--- src/fra_pkg.sv ---
package fra_pkg;

    localparam int FRAME_SLOTS_DEF = 8;
    localparam logic [31:0] CAP_RESET = 32'd65536;

    typedef enum logic [1:0] {
        OP_ALLOC    = 2'd0,
        OP_COMPLETE = 2'd1,
        OP_RELEASE  = 2'd2
    } op_t;

    typedef enum logic [1:0] {
        ST_OK      = 2'd0,
        ST_BAD     = 2'd1,
        ST_NOSPACE = 2'd2,
        ST_QFULL   = 2'd3
    } status_t;

    typedef struct packed {
        logic [63:0] fence;
        logic [31:0] head;
        logic [31:0] bytes;
    } frame_rec_t;

    typedef struct packed {
        logic push;
        logic pop;
        logic clear;
    } q_ctl_t;

endpackage

--- src/fra_if.sv ---
interface fra_cmd_if;
    logic        valid;
    logic        ready;
    logic [1:0]  op;
    logic [31:0] request_size;
    logic [31:0] alignment;
    logic [63:0] fence;

    modport source (output valid, op, request_size, alignment, fence, input ready);
    modport sink (input valid, op, request_size, alignment, fence, output ready);
endinterface

interface fra_rsp_if;
    logic        valid;
    logic        ready;
    logic [1:0]  status;
    logic [31:0] offset;
    logic [31:0] used_bytes;
    logic [3:0]  pending_frames;

    modport source (output valid, status, offset, used_bytes, pending_frames, input ready);
    modport sink (input valid, status, offset, used_bytes, pending_frames, output ready);
endinterface

--- src/fra_frame_queue.sv ---
module fra_frame_queue #(
    parameter int FRAME_SLOTS = fra_pkg::FRAME_SLOTS_DEF
) (
    input  logic                               clk,
    input  logic                               rst_n,
    input  fra_pkg::q_ctl_t                    ctl,
    input  fra_pkg::frame_rec_t                wr_rec,
    output fra_pkg::frame_rec_t                head_rec,
    output logic [$clog2(FRAME_SLOTS+1)-1:0]   count,
    output logic                               full
);
    import fra_pkg::*;

    localparam int PTR_W = (FRAME_SLOTS > 1) ? $clog2(FRAME_SLOTS) : 1;
    localparam int CNT_W = $clog2(FRAME_SLOTS + 1);
    localparam logic [PTR_W-1:0] LAST = PTR_W'(FRAME_SLOTS - 1);

    frame_rec_t mem [FRAME_SLOTS];

    logic [PTR_W-1:0] rd_ptr_reg, rd_ptr_next;
    logic [PTR_W-1:0] wr_ptr_reg, wr_ptr_next;
    logic [CNT_W-1:0] cnt_reg, cnt_next;

    function automatic logic [PTR_W-1:0] ptr_inc(input logic [PTR_W-1:0] p);
        return (p == LAST) ? '0 : p + 1'b1;
    endfunction

    always_comb
    begin
        rd_ptr_next = rd_ptr_reg;
        wr_ptr_next = wr_ptr_reg;
        cnt_next    = cnt_reg;
        priority if (ctl.clear)
        begin
            rd_ptr_next = '0;
            wr_ptr_next = '0;
            cnt_next    = '0;
        end
        else
        begin
            if (ctl.push)
                wr_ptr_next = ptr_inc(wr_ptr_reg);
            if (ctl.pop)
                rd_ptr_next = ptr_inc(rd_ptr_reg);
            unique case ({ctl.push, ctl.pop})
                2'b10:   cnt_next = cnt_reg + 1'b1;
                2'b01:   cnt_next = cnt_reg - 1'b1;
                default: cnt_next = cnt_reg;
            endcase
        end
    end

    always_ff @(posedge clk or negedge rst_n)
    begin
        if (!rst_n)
        begin
            rd_ptr_reg <= '0;
            wr_ptr_reg <= '0;
            cnt_reg    <= '0;
        end
        else
        begin
            rd_ptr_reg <= rd_ptr_next;
            wr_ptr_reg <= wr_ptr_next;
            cnt_reg    <= cnt_next;
        end
    end

    // read the next oldest entry every cycle so it is ready for the pop check
    always_ff @(posedge clk)
    begin
        if (ctl.push)
            mem[wr_ptr_reg] <= wr_rec;
        head_rec <= mem[rd_ptr_next];
    end

    assign count = cnt_reg;
    assign full  = (cnt_reg == CNT_W'(FRAME_SLOTS));

endmodule

--- src/fenced_ring_allocator_top.sv ---
// Allocate: steps through ALC1, ALC2 and ALC3; the result is registered on leaving ALC3
// once the output is free. Complete frame (and unused op): the result is registered from
// CMP once the output is free. Release: one pop per cycle through the frame queue memory
// read port while the head fence passes, then the result once the output is free.
// New items are taken only in idle. Reset: head, tail, used, frame byte counts, queue
// pointers clear, capacity returns to 65536; queue memory contents are left alone.
module fenced_ring_allocator_top #(
    parameter int FRAME_SLOTS = fra_pkg::FRAME_SLOTS_DEF
) (
    input  logic        clk,
    input  logic        rst_n,
    input  logic        cfg_wr_en,
    input  logic [31:0] cfg_wr_data,
    fra_cmd_if.sink     cmd,
    fra_rsp_if.source   rsp
);
    import fra_pkg::*;

    localparam int CNT_W = $clog2(FRAME_SLOTS + 1);

    typedef enum logic [5:0] {
        S_IDLE = 6'b000001,
        S_ALC1 = 6'b000010,
        S_ALC2 = 6'b000100,
        S_ALC3 = 6'b001000,
        S_CMP  = 6'b010000,
        S_RLS  = 6'b100000
    } state_t;

    state_t state_reg, state_next;

    logic [1:0]  op_reg;
    logic [31:0] req_reg, align_reg;
    logic [63:0] fence_reg;

    logic [31:0] cap_reg;
    logic [31:0] head_reg, head_next;
    logic [31:0] tail_reg, tail_next;
    logic [31:0] used_reg, used_next;
    logic [31:0] fb_reg, fb_next;

    // first allocate stage
    logic [32:0] size_reg, ahead_reg;
    logic [31:0] gap_reg, skip_reg;
    logic        err_reg;
    status_t     err_st_reg;

    // second allocate stage
    logic        grant_reg;
    logic [31:0] nhead_reg;
    logic [33:0] added_reg;
    status_t     res_st_reg;
    logic [31:0] res_off_reg;

    logic        out_valid_reg;
    status_t     out_st_reg, out_st_next;
    logic [31:0] out_off_reg, out_off_next;
    logic [31:0] out_used_reg, out_used_next;
    logic [3:0]  out_pend_reg, out_pend_next;
    logic        out_load;
    logic        out_free;
    logic        accept;

    q_ctl_t      q_ctl;
    frame_rec_t  q_head;
    frame_rec_t  q_wr;
    logic [CNT_W-1:0] q_count;
    logic        q_full;

    assign accept   = cmd.valid && cmd.ready;
    assign out_free = !out_valid_reg || rsp.ready;
    assign cmd.ready = (state_reg == S_IDLE);

    fra_frame_queue #(.FRAME_SLOTS(FRAME_SLOTS)) u_queue (
        .clk      (clk),
        .rst_n    (rst_n),
        .ctl      (q_ctl),
        .wr_rec   (q_wr),
        .head_rec (q_head),
        .count    (q_count),
        .full     (q_full)
    );

    assign q_wr = '{fence: fence_reg, head: head_reg, bytes: fb_reg};

    // stage 1: round size and head, gap to the aligned head, space skipped on wrap
    logic [31:0] amask;
    logic [32:0] size_s, ahead_s;
    logic [31:0] gap_s, skip_s;
    logic        bad_al;
    logic        err_s;
    status_t     err_st_s;

    assign amask   = align_reg - 32'd1;
    assign size_s  = ({1'b0, req_reg} + {1'b0, amask}) & ~{1'b0, amask};
    assign ahead_s = ({1'b0, head_reg} + {1'b0, amask}) & ~{1'b0, amask};
    assign gap_s   = (32'd0 - head_reg) & amask;
    assign skip_s  = (cap_reg > head_reg) ? (cap_reg - head_reg) : 32'd0;
    assign bad_al  = (align_reg == 32'd0) || ((align_reg & amask) != 32'd0);

    always_comb
    begin
        err_s    = 1'b1;
        err_st_s = ST_BAD;
        priority if (req_reg == 32'd0)
            err_st_s = ST_BAD;
        else if (used_reg == cap_reg)
            err_st_s = ST_NOSPACE;
        else if (bad_al)
            err_st_s = ST_BAD;
        else
            err_s = 1'b0;
    end

    // stage 2: fit checks and placement
    logic [33:0] sum_ah, add_fit, add_wrap;
    logic        over, fit_cap, wrap_ok, fit_tail;
    logic        a2_grant;
    status_t     a2_st;
    logic [31:0] a2_off, a2_nhead;
    logic [33:0] a2_add;

    assign over     = ({2'b0, used_reg} + {1'b0, size_reg}) > {2'b0, cap_reg};
    assign sum_ah   = {1'b0, ahead_reg} + {1'b0, size_reg};
    assign fit_cap  = sum_ah <= {2'b0, cap_reg};
    assign fit_tail = sum_ah <= {2'b0, tail_reg};
    assign wrap_ok  = size_reg <= {1'b0, tail_reg};
    assign add_fit  = {1'b0, size_reg} + {2'b0, gap_reg};
    assign add_wrap = {1'b0, size_reg} + {2'b0, skip_reg};

    always_comb
    begin
        a2_grant = 1'b0;
        a2_st    = ST_NOSPACE;
        a2_off   = 32'd0;
        a2_nhead = sum_ah[31:0];
        a2_add   = add_fit;
        priority if (err_reg)
            a2_st = err_st_reg;
        else if (over)
            a2_st = ST_NOSPACE;
        else if (head_reg >= tail_reg)
        begin
            priority if (fit_cap)
            begin
                a2_grant = 1'b1;
                a2_st    = ST_OK;
                a2_off   = ahead_reg[31:0];
            end
            else if (wrap_ok)
            begin
                // restart at offset zero, the space past the head is lost
                a2_grant = 1'b1;
                a2_st    = ST_OK;
                a2_nhead = size_reg[31:0];
                a2_add   = add_wrap;
            end
            else
                a2_st = ST_NOSPACE;
        end
        else if (fit_tail)
        begin
            a2_grant = 1'b1;
            a2_st    = ST_OK;
            a2_off   = ahead_reg[31:0];
        end
        else
            a2_st = ST_NOSPACE;
    end

    // stage 3: saturating counter updates
    logic [34:0] used_sum, fb_sum;
    logic [31:0] used_sat, fb_sat;

    assign used_sum = {3'b0, used_reg} + {1'b0, added_reg};
    assign fb_sum   = {3'b0, fb_reg} + {1'b0, added_reg};
    assign used_sat = (used_sum[34:32] != 3'd0) ? 32'hFFFF_FFFF : used_sum[31:0];
    assign fb_sat   = (fb_sum[34:32] != 3'd0) ? 32'hFFFF_FFFF : fb_sum[31:0];

    // release
    logic        pop_ok;
    logic [31:0] rel_used;

    assign pop_ok   = (q_count != '0) && (q_head.fence <= fence_reg);
    assign rel_used = (q_head.bytes > used_reg) ? 32'd0 : (used_reg - q_head.bytes);

    logic [31:0] cnt_ext, cnt_inc_ext;

    assign cnt_ext     = 32'(q_count);
    assign cnt_inc_ext = 32'(q_count) + 32'd1;

    always_comb
    begin
        state_next    = state_reg;
        head_next     = head_reg;
        tail_next     = tail_reg;
        used_next     = used_reg;
        fb_next       = fb_reg;
        q_ctl         = '0;
        out_load      = 1'b0;
        out_st_next   = ST_OK;
        out_off_next  = 32'd0;
        out_used_next = used_reg;
        out_pend_next = cnt_ext[3:0];
        unique case (state_reg)
            S_IDLE:
            begin
                if (accept)
                begin
                    unique case (cmd.op)
                        OP_ALLOC:   state_next = S_ALC1;
                        OP_RELEASE: state_next = S_RLS;
                        default:    state_next = S_CMP;
                    endcase
                end
            end
            S_ALC1:
                state_next = S_ALC2;
            S_ALC2:
                state_next = S_ALC3;
            S_ALC3:
            begin
                if (out_free)
                begin
                    out_load     = 1'b1;
                    out_st_next  = res_st_reg;
                    out_off_next = res_off_reg;
                    state_next   = S_IDLE;
                    if (grant_reg)
                    begin
                        head_next     = nhead_reg;
                        used_next     = used_sat;
                        fb_next       = fb_sat;
                        out_used_next = used_sat;
                    end
                end
            end
            S_CMP:
            begin
                if (out_free)
                begin
                    out_load   = 1'b1;
                    state_next = S_IDLE;
                    if (op_reg == OP_COMPLETE && fb_reg != 32'd0)
                    begin
                        if (q_full)
                            out_st_next = ST_QFULL;
                        else
                        begin
                            q_ctl.push    = 1'b1;
                            fb_next       = 32'd0;
                            out_pend_next = cnt_inc_ext[3:0];
                        end
                    end
                end
            end
            S_RLS:
            begin
                if (pop_ok)
                begin
                    q_ctl.pop = 1'b1;
                    used_next = rel_used;
                    tail_next = q_head.head;
                end
                else if (out_free)
                begin
                    out_load   = 1'b1;
                    state_next = S_IDLE;
                    // empty buffer: snap tail to head and drop the queue
                    if (used_reg == 32'd0)
                    begin
                        q_ctl.clear   = 1'b1;
                        tail_next     = head_reg;
                        out_pend_next = 4'd0;
                    end
                end
            end
            default:
                state_next = S_IDLE;
        endcase
    end

    always_ff @(posedge clk or negedge rst_n)
    begin
        if (!rst_n)
        begin
            state_reg     <= S_IDLE;
            cap_reg       <= CAP_RESET;
            head_reg      <= 32'd0;
            tail_reg      <= 32'd0;
            used_reg      <= 32'd0;
            fb_reg        <= 32'd0;
            out_valid_reg <= 1'b0;
        end
        else
        begin
            state_reg <= state_next;
            head_reg  <= head_next;
            tail_reg  <= tail_next;
            used_reg  <= used_next;
            fb_reg    <= fb_next;
            if (cfg_wr_en)
                cap_reg <= cfg_wr_data;
            if (out_load)
                out_valid_reg <= 1'b1;
            else if (rsp.ready)
                out_valid_reg <= 1'b0;
        end
    end

    always_ff @(posedge clk)
    begin
        if (accept)
        begin
            op_reg    <= cmd.op;
            req_reg   <= cmd.request_size;
            align_reg <= cmd.alignment;
            fence_reg <= cmd.fence;
        end
        if (state_reg == S_ALC1)
        begin
            size_reg   <= size_s;
            ahead_reg  <= ahead_s;
            gap_reg    <= gap_s;
            skip_reg   <= skip_s;
            err_reg    <= err_s;
            err_st_reg <= err_st_s;
        end
        if (state_reg == S_ALC2)
        begin
            grant_reg   <= a2_grant;
            res_st_reg  <= a2_st;
            res_off_reg <= a2_off;
            nhead_reg   <= a2_nhead;
            added_reg   <= a2_add;
        end
        if (out_load)
        begin
            out_st_reg   <= out_st_next;
            out_off_reg  <= out_off_next;
            out_used_reg <= out_used_next;
            out_pend_reg <= out_pend_next;
        end
    end

    assign rsp.valid          = out_valid_reg;
    assign rsp.status         = out_st_reg;
    assign rsp.offset         = out_off_reg;
    assign rsp.used_bytes     = out_used_reg;
    assign rsp.pending_frames = out_pend_reg;

    a_cnt_bound: assert property (@(posedge clk) disable iff (!rst_n)
        q_count <= CNT_W'(FRAME_SLOTS))
        else $error("frame queue count above slot count");

    a_pop_valid: assert property (@(posedge clk) disable iff (!rst_n)
        q_ctl.pop |-> (q_count != '0) && !q_ctl.push && !q_ctl.clear)
        else $error("pop from empty queue or mixed with push or clear");

    a_grant_ok: assert property (@(posedge clk) disable iff (!rst_n)
        (state_reg == S_ALC3 && grant_reg) |-> (res_st_reg == ST_OK))
        else $error("granted allocation without ok status");

    a_push_room: assert property (@(posedge clk) disable iff (!rst_n)
        q_ctl.push |=> (q_count != '0) && (fb_reg == 32'd0))
        else $error("push did not register a frame");

endmodule

--- src/flat_wrapper.sv ---
// flat-port wrapper written by rule: the top's interface ports become plain ports
module fenced_ring_allocator_top_flat import fra_pkg::*;
#(
    parameter int FRAME_SLOTS = fra_pkg::FRAME_SLOTS_DEF
)
  (clk, rst_n, cfg_wr_en, cfg_wr_data, cmd_valid, cmd_op, cmd_request_size, cmd_alignment, cmd_fence, cmd_ready, rsp_valid, rsp_status, rsp_offset, rsp_used_bytes, rsp_pending_frames, rsp_ready);
  fra_cmd_if cmd_i ();
  fra_rsp_if rsp_i ();
  input  logic clk;
  input  logic rst_n;
  input  logic cfg_wr_en;
  input  logic [31:0] cfg_wr_data;
  input wire logic [$bits(cmd_i.valid)-1:0] cmd_valid;
  input wire logic [$bits(cmd_i.op)-1:0] cmd_op;
  input wire logic [$bits(cmd_i.request_size)-1:0] cmd_request_size;
  input wire logic [$bits(cmd_i.alignment)-1:0] cmd_alignment;
  input wire logic [$bits(cmd_i.fence)-1:0] cmd_fence;
  output wire logic [$bits(cmd_i.ready)-1:0] cmd_ready;
  output wire logic [$bits(rsp_i.valid)-1:0] rsp_valid;
  output wire logic [$bits(rsp_i.status)-1:0] rsp_status;
  output wire logic [$bits(rsp_i.offset)-1:0] rsp_offset;
  output wire logic [$bits(rsp_i.used_bytes)-1:0] rsp_used_bytes;
  output wire logic [$bits(rsp_i.pending_frames)-1:0] rsp_pending_frames;
  input wire logic [$bits(rsp_i.ready)-1:0] rsp_ready;
  assign cmd_i.valid = cmd_valid;
  assign cmd_i.op = cmd_op;
  assign cmd_i.request_size = cmd_request_size;
  assign cmd_i.alignment = cmd_alignment;
  assign cmd_i.fence = cmd_fence;
  assign cmd_ready = cmd_i.ready;
  assign rsp_valid = rsp_i.valid;
  assign rsp_status = rsp_i.status;
  assign rsp_offset = rsp_i.offset;
  assign rsp_used_bytes = rsp_i.used_bytes;
  assign rsp_pending_frames = rsp_i.pending_frames;
  assign rsp_i.ready = rsp_ready;
  fenced_ring_allocator_top #(.FRAME_SLOTS(FRAME_SLOTS)) u_core (.clk(clk), .rst_n(rst_n), .cfg_wr_en(cfg_wr_en), .cfg_wr_data(cfg_wr_data), .cmd(cmd_i), .rsp(rsp_i));
endmodule
--- config.mk ---
export PLATFORM = sky130hd
export DESIGN_NAME = fenced_ring_allocator_top_flat
export DESIGN_NICKNAME = d
export VERILOG_FILES = /design/src/fra_pkg.sv /design/src/fra_if.sv /design/src/fra_frame_queue.sv /design/src/fenced_ring_allocator_top.sv /design/src/flat_wrapper.sv
export SDC_FILE = /design/constraint.sdc
export NUM_CORES = 2
export LEC_CHECK = 0
export BUFFER_PORTS_ARGS = -buffer_cell sky130_fd_sc_hd__buf_4
export CAP_MARGIN = 20
export CORE_ASPECT_RATIO = 1.2
export CORE_MARGIN = 10
export CORE_UTILIZATION = 30
export DETAILED_ROUTE_END_ITERATION = 8
export GPL_TIMING_DRIVEN = 1
export PLACE_DENSITY = 0.55
export SYNTH_ARGS = -nofsm -noshare
export SYNTH_HDL_FRONTEND = slang
export SYNTH_SLANG_ARGS = --single-unit
--- constraint.sdc ---
create_clock -name clk -period 15.2 [get_ports clk]
set_clock_uncertainty 0.2 [all_clocks]
set_input_delay 3.8 -clock clk [delete_from_list [all_inputs] [get_ports clk]]
set_output_delay 3.8 -clock clk [all_outputs]
set_load 0.005 [all_outputs]
==> metrics.log <==
INFO  metric run_status = complete, no violations
INFO  metric number_of_buffers_added_for_setup_after_cts = 0
INFO  metric final_cell_mix = sky130_fd_sc_hd__edfxtp_1 (1458), sky130_fd_sc_hd__ha_1 (583), sky130_fd_sc_hd__a21oi_1 (429)
INFO  metric setup_viol = 0
INFO  metric data_arrival_critical_path = 8.21 ns
INFO  metric layout-drive-gt1-share = 0.1339
INFO  metric setup.worst_path.class = in2reg
INFO  metric finalCritPeriodShare = 0.5051
INFO  metric layout.cells.most_common = sky130_fd_sc_hd__edfxtp_1
INFO  metric detail_route.first_pass.iterations = 6
INFO  metric final_max_slew_viol_count = 0
INFO  metric synth_cells = 6827
INFO  metric area_of_the_multi_input_gates = 34560 µm²
INFO  metric area_delta_synth_final = 14.89%
INFO  metric finalWirelength = 285400 µm
INFO  metric period_minus_slack = 7.678 ns
INFO  metric grt-ovfl-total = 0
INFO  metric synth.distinct_cells = 96
INFO  metric hold_path.class = reg2reg
INFO  metric cts-root-buf = sky130_fd_sc_hd__clkbuf_16
INFO  metric final_antenna_net_count = 0
INFO  metric seq_area = 50780 µm²
INFO  metric gp_congestion = 0.9276
INFO  metric worstMarginPinSlew = 1.138 ns
INFO  metric grt_max_degree = 141
INFO  metric rsz0062_at_grt = no
INFO  metric syn-mean-instance-area = 12.83 µm²
INFO  metric power.ir.vdd_worst = 127.6 µV
INFO  metric critical_path.max_fanout = 128
INFO  metric synth-warning-count = 0
INFO  metric dp_cells = 10.79k
INFO  metric synth-async-reset-ratio = 0.1004
INFO  metric std_cell_rows = 217
INFO  metric fin_tns_setup = 0 ns
INFO  metric final_net_count = 7916
INFO  metric core = 291100 µm²
INFO  metric p_per_area = 187.3 nW/µm²
INFO  metric final_cell_count_no_fill = 11.16k
INFO  metric route.detailed.vias_per_inst = 5.231
INFO  metric number_of_enable_type_register_cells_in_the_synthesized_netlist = 1458
INFO  metric static-leakage-power = 38.69 nW
INFO  metric dominantRegCellSynth = sky130_fd_sc_hd__edfxtp_1
INFO  metric startpoint_kind_of_the_worst_setup_timing_path = primary input
INFO  metric place_hpwl = 199000 µm
INFO  metric synth_register_bits = 1763
INFO  metric antenna_found_initial = 6
INFO  metric critPathRequiredTime = 15.73 ns
INFO  metric ctsLongestPathBuffers = 4
INFO  metric grt.total_usage = 0.1742
INFO  metric die_area = 314100 µm²
INFO  metric hold_buffers = 0
INFO  metric final_hold_viol_count = 0
INFO  metric cts_tree = built
INFO  metric floorplan.die.height = 611.9 µm
INFO  metric synth_fp_nets = 7587
INFO  metric fillers = 28.48k
INFO  metric starting_density_of_the_core = 0.3009
INFO  metric ioPinCount = 239
INFO  metric cts_buffers = 199
INFO  metric cts-htree-levels = 4
INFO  metric place_ws = 6.610 ns
INFO  metric final_core_utilization = 0.3457
INFO  metric worstSkewPairLatency = 0.90 ns
INFO  metric clock_sink_count = 1763
INFO  metric path_clk_slew = 0.06 ns
INFO  metric cts_repair_resize_count = 0
INFO  metric route.detailed.drc = 0
INFO  metric wire_length_of_the_first_global_routing_pass = 408700 µm
INFO  metric drv_cap = 0
INFO  metric timing.slew.headroom = 0.2358
INFO  metric synth_seq_area_share = 0.5797
INFO  metric largest_reg_flops = 1024
INFO  metric drtIter0Drc = 4766
INFO  metric dr_total_vias = 58.36k
INFO  metric achievable-frequency = 0.1302 GHz
INFO  metric wl_per_cell = 25.59 µm
INFO  metric die_w = 513.3 µm
INFO  metric via_count_of_the_first_global_routing_pass = 58.15k
INFO  metric critPathCaptureType = register
INFO  metric place.port_buffers = 238
INFO  metric setup_slack = 7.522 ns
INFO  metric whs = 0.2503 ns
INFO  metric synthesis.area = 87590 µm²
## report_power, final
part	switching (mW)	total, mW	internal (mW)
Combinational	4.27	7.01	2.73
Clock	2.03	4.84	2.81
Sequential	0.880	7.01	6.13
Total	7.18	18.8	11.7
## Yosys cell counts, types with 101 or more instances
cell,instances,area [µm²]
sky130_fd_sc_hd__edfxtp_1,1458,43780
sky130_fd_sc_hd__ha_1,583,7295
sky130_fd_sc_hd__nor2_1,437,1640
sky130_fd_sc_hd__a21oi_1,430,2152
sky130_fd_sc_hd__nand2_1,355,1333
sky130_fd_sc_hd__inv_1,330,1239
sky130_fd_sc_hd__o21ai_0,284,1421
sky130_fd_sc_hd__mux2i_1,265,2653
sky130_fd_sc_hd__xnor2_1,224,1962
sky130_fd_sc_hd__a21o_1,195,1464
sky130_fd_sc_hd__dfrtp_1,175,4379
sky130_fd_sc_hd__mux2_1,154,1734
sky130_fd_sc_hd__mux2_2,129,1453
sky130_fd_sc_hd__dfxtp_1,128,2562
sky130_fd_sc_hd__xor2_1,101,884.6
## kinds of logic after synthesis
| kind of cell | after synthesis | synth area share |
|---|---|---|
| simple gates | 1439 | 0.07971 |
| fa+ha+maj | 593 | 0.08556 |
| compound gates | 1610 | 0.1281 |
| mux | 549 | 0.06692 |
| xor+xnor | 325 | 0.03250 |
| flops | 1763 | 0.5797 |
| buf+inv | 548 | 0.02755 |
## worst max-delay path, stage by stage
cell and delay (ns):
sky130_fd_sc_hd__buf_4 0.10, sky130_fd_sc_hd__nand2b_2 0.16, sky130_fd_sc_hd__buf_4 0.27, sky130_fd_sc_hd__nand3_1 0.16, sky130_fd_sc_hd__or3_1 0.27, sky130_fd_sc_hd__nand2_1 0.13
sky130_fd_sc_hd__mux2i_4 0.14, sky130_fd_sc_hd__buf_4 0.65, sky130_fd_sc_hd__buf_12 0.68, sky130_fd_sc_hd__buf_4 0.92, sky130_fd_sc_hd__mux2_2 0.41, sky130_fd_sc_hd__o22ai_1 0.17
sky130_fd_sc_hd__a221oi_1 0.08
## layout make-up
class                           instances  share of cell area
Multi-Input combinational cell       4516              0.3435
Inverter                              332             0.01238
Clock buffer                          259             0.05463
Timing Repair Buffer                  344             0.02712
Clock inverter                        103             0.01002
Tap cell                             3832             0.04764
Sequential cell                      1763              0.5046
Antenna cell                            7           0.0001741
## path summary, 6_finish.rpt
path | startpoint | slack [ns] | end | cells past startpoint
worst max-delay path | rsp_ready | 7.52 | u_core.u_queue.head_rec[65]$_DFF_P_ | 13
worst min-delay path | u_core.nhead_reg[2]$_DFFE_PP_ | 0.25 | u_core.head_reg[2]$_DFFE_PN0P_ | 2
worst max register to register | u_core.size_reg[10]$_DFFE_PP_ | 7.71 | u_core.res_off_reg[11]$_SDFFCE_PP0P_ | 20
worst min register to register | u_core.nhead_reg[2]$_DFFE_PP_ | 0.25 | u_core.head_reg[2]$_DFFE_PN0P_ | 2
max in group asynchronous | rst_n | 10.54 | u_core.cap_reg[2]$_DFFE_PN0P_ | 2
min in group asynchronous | rst_n | 2.81 | u_core.used_reg[16]$_DFFE_PN0P_ | 1
## stage by stage
stage,instance area (µm²),power (mW)
floorplan,87590,11.60
global placement,94030,13.94
detailed placement,94060,14.06
CTS,100600,18.96
global route,100600,19.88
finish,100600,18.85
## per-layer routing
| metal | track usage | vias to the layer above | part of all wire |
|---|---|---|---|
| li1 | - | 26670 | - |
| met1 | 0.2138 | 29240 | 0.41 |
| met2 | 0.2900 | 1871 | 0.47 |
| met3 | 0.02612 | 576 | 0.051 |
| met4 | 0.1040 | 4 | 0.070 |
| met5 | 0 | - | 0.000095 |
Note: power is estimated with default switching activity, not from simulation.
